<file path="src/design/ptv_pkg.sv">
`default_nettype none
package ptv_pkg;

	localparam int MAX_ENTRIES_DEF = 32;
	localparam int NAME_BYTES_DEF  = 8;

	localparam int ADDR_W     = 32;
	localparam int SECTOR_W   = 21;
	localparam int KIND_W     = 8;
	localparam int NAME_W     = 64;
	localparam int STATUS_W   = 4;
	localparam int INDEX_W    = 5;
	localparam int CFG_IDX_W  = 2;
	localparam int CFG_DATA_W = 32;

	localparam logic [ADDR_W-1:0]   MEM_SIZE_RST    = '0;
	localparam logic [SECTOR_W-1:0] SECTOR_SIZE_RST = 21'd4096;
	localparam logic [KIND_W-1:0]   TYPE_A_RST      = 8'd0;
	localparam logic [KIND_W-1:0]   TYPE_B_RST      = 8'd1;

	typedef enum logic [CFG_IDX_W-1:0] {
		CFG_MEM_SIZE    = 2'd0,
		CFG_SECTOR_SIZE = 2'd1,
		CFG_TYPE_A      = 2'd2,
		CFG_TYPE_B      = 2'd3
	} cfg_idx_t;

	typedef enum logic [STATUS_W-1:0] {
		ST_OK          = 4'd0,
		ST_SIZE_ALIGN  = 4'd1,
		ST_OFF_ALIGN   = 4'd2,
		ST_PAST_END    = 4'd3,
		ST_OVERLAP     = 4'd4,
		ST_BAD_TYPE    = 4'd5,
		ST_BAD_NAME    = 4'd6,
		ST_DUPLICATE   = 4'd7,
		ST_FULL        = 4'd8,
		ST_FAILED      = 4'd9
	} status_t;

endpackage
`default_nettype wire

</file>
<file path="src/design/ptv_ram.sv">
`default_nettype none
module ptv_ram #(
	parameter int WIDTH = 128,
	parameter int DEPTH = ptv_pkg::MAX_ENTRIES_DEF,
	localparam int AW = (DEPTH > 1) ? $clog2(DEPTH) : 1
) (
	input  wire logic                 clk,
	input  wire logic                 we,
	input  wire logic [AW-1:0]        waddr,
	input  wire logic [WIDTH-1:0]     wdata,
	input  wire logic                 re,
	input  wire logic [AW-1:0]        raddr,
	output logic      [WIDTH-1:0]     rdata
);
	logic [WIDTH-1:0] mem_q [DEPTH];
	logic [WIDTH-1:0] rdata_q;

	always_ff @(posedge clk) begin
		if (we) begin
			mem_q[waddr] <= wdata;
		end
		if (re) begin
			rdata_q <= mem_q[raddr];
		end
	end

	assign rdata = rdata_q;
endmodule
`default_nettype wire

</file>
<file path="config.mk">
export PLATFORM = sky130hd
export DESIGN_NAME = ptv_ram
export DESIGN_NICKNAME = d
export VERILOG_FILES = /design/src/design/ptv_pkg.sv /design/src/design/ptv_ram.sv
export SDC_FILE = /design/constraint.sdc
export NUM_CORES = 2
export LEC_CHECK = 0
export CORE_MARGIN = 1.5
export CORE_UTILIZATION = 60
export DETAILED_ROUTE_END_ITERATION = 8
export DONT_BUFFER_PORTS = 1
export GPL_TIMING_DRIVEN = 0
export MAX_ROUTING_LAYER = met4
export PLACE_DENSITY = 0.75
export SLEW_MARGIN = 20
export SYNTH_ARGS = -nofsm -noshare
export SYNTH_HDL_FRONTEND = slang
export SYNTH_SLANG_ARGS = --single-unit
</file>
<file path="constraint.sdc">
create_clock -name clk -period 9 [get_ports clk]
set_input_delay 1.8 -clock clk [delete_from_list [all_inputs] [get_ports clk]]
set_output_delay 1.8 -clock clk [all_outputs]
set_load 0.05 [all_outputs]
</file>
==> flow_summary.toml <==
[timing]
timing.setup.tns_ps = 0
rsz_0062_raised_after_global_routing = "no"
max_slew_margin_pct = 14.1
timing.final.setup_violations = 0
period_needed_ps = 4750
report.final.hold_viol_count = 0
min_period_over_period_pct = 52.7
worst_pin_slew_ps = 1280
slew_violations = 0
fmaxAchievable_mhz = 211
setup_clock_skew_after_layout_ps = 65.8

[setup_path]
crit_path_end_kind = "flip-flop"
setup.worst_path.class = "in -> reg"
cp.required_ps = 9630
cp_max_fo = 10
cp.arrival_ps = 5370
cp_startpoint_kind = "primary input"

[yosys]
syn_area_sq_mm = 0.157
ys_types = 27
yosys_warnings = 0
synthCells = 6440
synth_seq_cells = 4224
sequential_to_total_area_share_from_yosys_stat_pct = 81.0
synth_area_leader_cell = "sky130_fd_sc_hd__edfxtp_1"
syn_area_per_cell_sq_um = 24.3
post_synth_main_area_contributors = "sky130_fd_sc_hd__edfxtp_1 81%, sky130_fd_sc_hd__mux4_2 14%, sky130_fd_sc_hd__o22ai_1 1.8%, sky130_fd_sc_hd__mux2i_1 0.87%, sky130_fd_sc_hd__a22oi_1 0.49%"
synth_nets = 6581
synthDominantCellAreaShare_pct = 81.0

[pwr]
irDropWorstVdd_mv = 0.204
total_leakage_power_nw = 56.5
internal_power_contribution_mw = 32.1
p_sw_share_pct = 21.3
fraction_of_power_consumed_by_sequential_logic_pct = 54.5
share_clk_of_total_power_pct = 41.4
switching_power_mw = 8.72
p_per_area_mw_per_mm2 = 226
comb_power_share_pct = 4.1

[run_status]
failed_checks = "design-rule violations"
run_status = "finished, violations left"

[cts]
tritoncts = "done"
ctsLongestPathBuffers = 4
tritoncts_num_sinks = 4224
hold_buf_count_cts = 0
clock_buffer_count_from_cts = 414
clock_latency_ps = 1030
clk_root_buffer_cell = "sky130_fd_sc_hd__clkbuf_16"
htree_num_levels = 5
cts_setup_buffers = 0
cts.clk_slew.worst_paths_ps = 60
quantity_of_gates_resized_following_cts = 0

[hold_path]
worst_hold_path_type = "reg -> reg"

[routing]
totalWireLength_um = 458000
detailedRoute.firstIterationViolations = 14322
ant_nets = 0
route.detailed.vias_per_inst = 7.37
route.detailed.drc = 1
dr.pass1.iters = 9
dr_total_vias = 80429
wire_per_inst_um = 42.0

[die]
die_w_um = 514
design.portCount = 269
fp.dieH_um = 514
initial_core_util_pct = 60.3
floorplan.rows = 187
core_area_sq_mm = 0.259
floorplan.die_area_sq_mm = 0.264

[global_route]
grt_start_max_net_pins = 129
first_pass_grt_wire_length_um = 631000
grt_pass1_vias = 80970
antenna_violations_before_repair = 26
grt_usage_pct = 36.0
grt-ovfl-total = 0

[job]
max_cap_viol_count = 0

[placed_design]
gp_congestion = 0.787
final_hpwl_dp_um = 268000
io_buffer_count = 0
placed_cells_incl_taps = 10132

[finish]
n_fill_cell = 14057
syn2layout_area_growth_pct = 15.6
layout-drive-gt1-share_pct = 28.1
layout.cells.non_filler = 10906
nets = 7287
utilization_pct = 69.7
placed cells by master (no fill, tap or decap), types with 94 or more instances in the layout:
| master | instances |
|---|---|
| sky130_fd_sc_hd__nor4_1 | 95 |
| sky130_fd_sc_hd__mux2i_1 | 136 |
| sky130_fd_sc_hd__buf_16 | 140 |
| sky130_fd_sc_hd__buf_2 | 94 |
| sky130_fd_sc_hd__buf_12 | 143 |
| sky130_fd_sc_hd__mux4_2 | 956 |
| sky130_fd_sc_hd__clkbuf_1 | 158 |
| sky130_fd_sc_hd__edfxtp_1 | 4224 |
| sky130_fd_sc_hd__a22oi_1 | 102 |
| sky130_fd_sc_hd__clkbuf_16 | 417 |
| sky130_fd_sc_hd__o22ai_1 | 444 |
kinds of logic (layout without fill, tap and decap cells):
group | after synthesis | in the layout | synth area share [%]
muxes | 1092 | 1092 | 14.6
and+or+nand+nor | 226 | 226 | 0.825
DFF | 4224 | 4224 | 81.0
AOI/OAI and AO/OA | 546 | 546 | 2.26
other | 0 | 47 | 0
buffers and inverters | 352 | 1369 | 1.25
critical path, cell delays in order:
cell                       delay (ps)
sky130_fd_sc_hd__buf_4            180
sky130_fd_sc_hd__nor2b_1           70
sky130_fd_sc_hd__buf_4            200
sky130_fd_sc_hd__nand2b_1         170
sky130_fd_sc_hd__buf_2            640
sky130_fd_sc_hd__buf_1            910
sky130_fd_sc_hd__o22ai_1          270
sky130_fd_sc_hd__nor4_1          1100
power groups by stage:
stage	sequential [mW]	clock [mW]	combinational (mW)
final	22.3	16.9	1.69
after global routing	22.3	17.6	1.72
after CTS	22.3	16.9	1.67
after detailed placement	22.7	0	1.61
after global placement	22.7	0	1.49
after floorplan	22.7	0	0.957
Yosys cell counts (all sizes together):
library cell	count
mux2i	136
nor2	36
nand3	37
nand3b	6
nand2b	1
or3	2
edfxtp	4224
clkbuf	117
nand4	17
and3	1
buf	235
mux4	956
o22ai	444
a22oi	102
nor4	111
or3b	4
nor3b	1
and3b	1
nor2b	3
and2	1
or2	1
nand2	4
path summary, 6_finish.rpt:
| path | startpoint | endpoint | slack [ps] | cells past startpoint |
|---|---|---|---|---|
| hold reg to reg | mem_q[30][56]$_DFFE_PP_ | rdata[56]$_DFFE_PP_ | 820 | 3 |
| setup / recovery | raddr[1] | rdata[97]$_DFFE_PP_ | 4250 | 8 |
| hold / removal | mem_q[30][56]$_DFFE_PP_ | rdata[56]$_DFFE_PP_ | 820 | 3 |
| setup reg to reg | mem_q[21][3]$_DFFE_PP_ | rdata[3]$_DFFE_PP_ | 6770 | 3 |
sequential cells by signal (all words and copies together) (netlist names):
name and count:
mem_q 4096, rdata 128
area by class of cell:
cell class	instances	area, sq um	area share, %
Tap cell	3402	4260	2.35
Clock buffer	488	10700	5.92
Antenna cell	47	118	0.0650
Timing Repair Buffer	290	6790	3.75
Buffer	352	1980	1.09
Clock inverter	239	2150	1.19
Sequential cell	4224	127000	70.1
Multi-Input combinational cell	1864	28100	15.5
routing by layer:
layer / up-vias / track usage, % / wire (um)
li1: 29672 / - / -
met4: 0 / 18.1 / 28000
met1: 41414 / 44.8 / 148000
met2: 7831 / 54.9 / 219000
met3: 1512 / 9.81 / 63800
met5: - / - / 0
stage by stage:
stage | total power [mW] | hold WS, ps | setup WS, ps | area, sq um
6_report | 40.9 | 818 | 4250 | 181000
5_1_grt | 41.6 | 847 | 4380 | 181000
4_1_cts | 40.9 | 817 | 4460 | 181000
3_5_place_dp | 24.3 | 795 | 3550 | 168000
3_3_place_gp | 24.2 | 793 | -6930 | 161000
2_1_floorplan | 23.6 | 724 | 602 | 157000
Note: power is estimated with default switching activity, not from simulation.
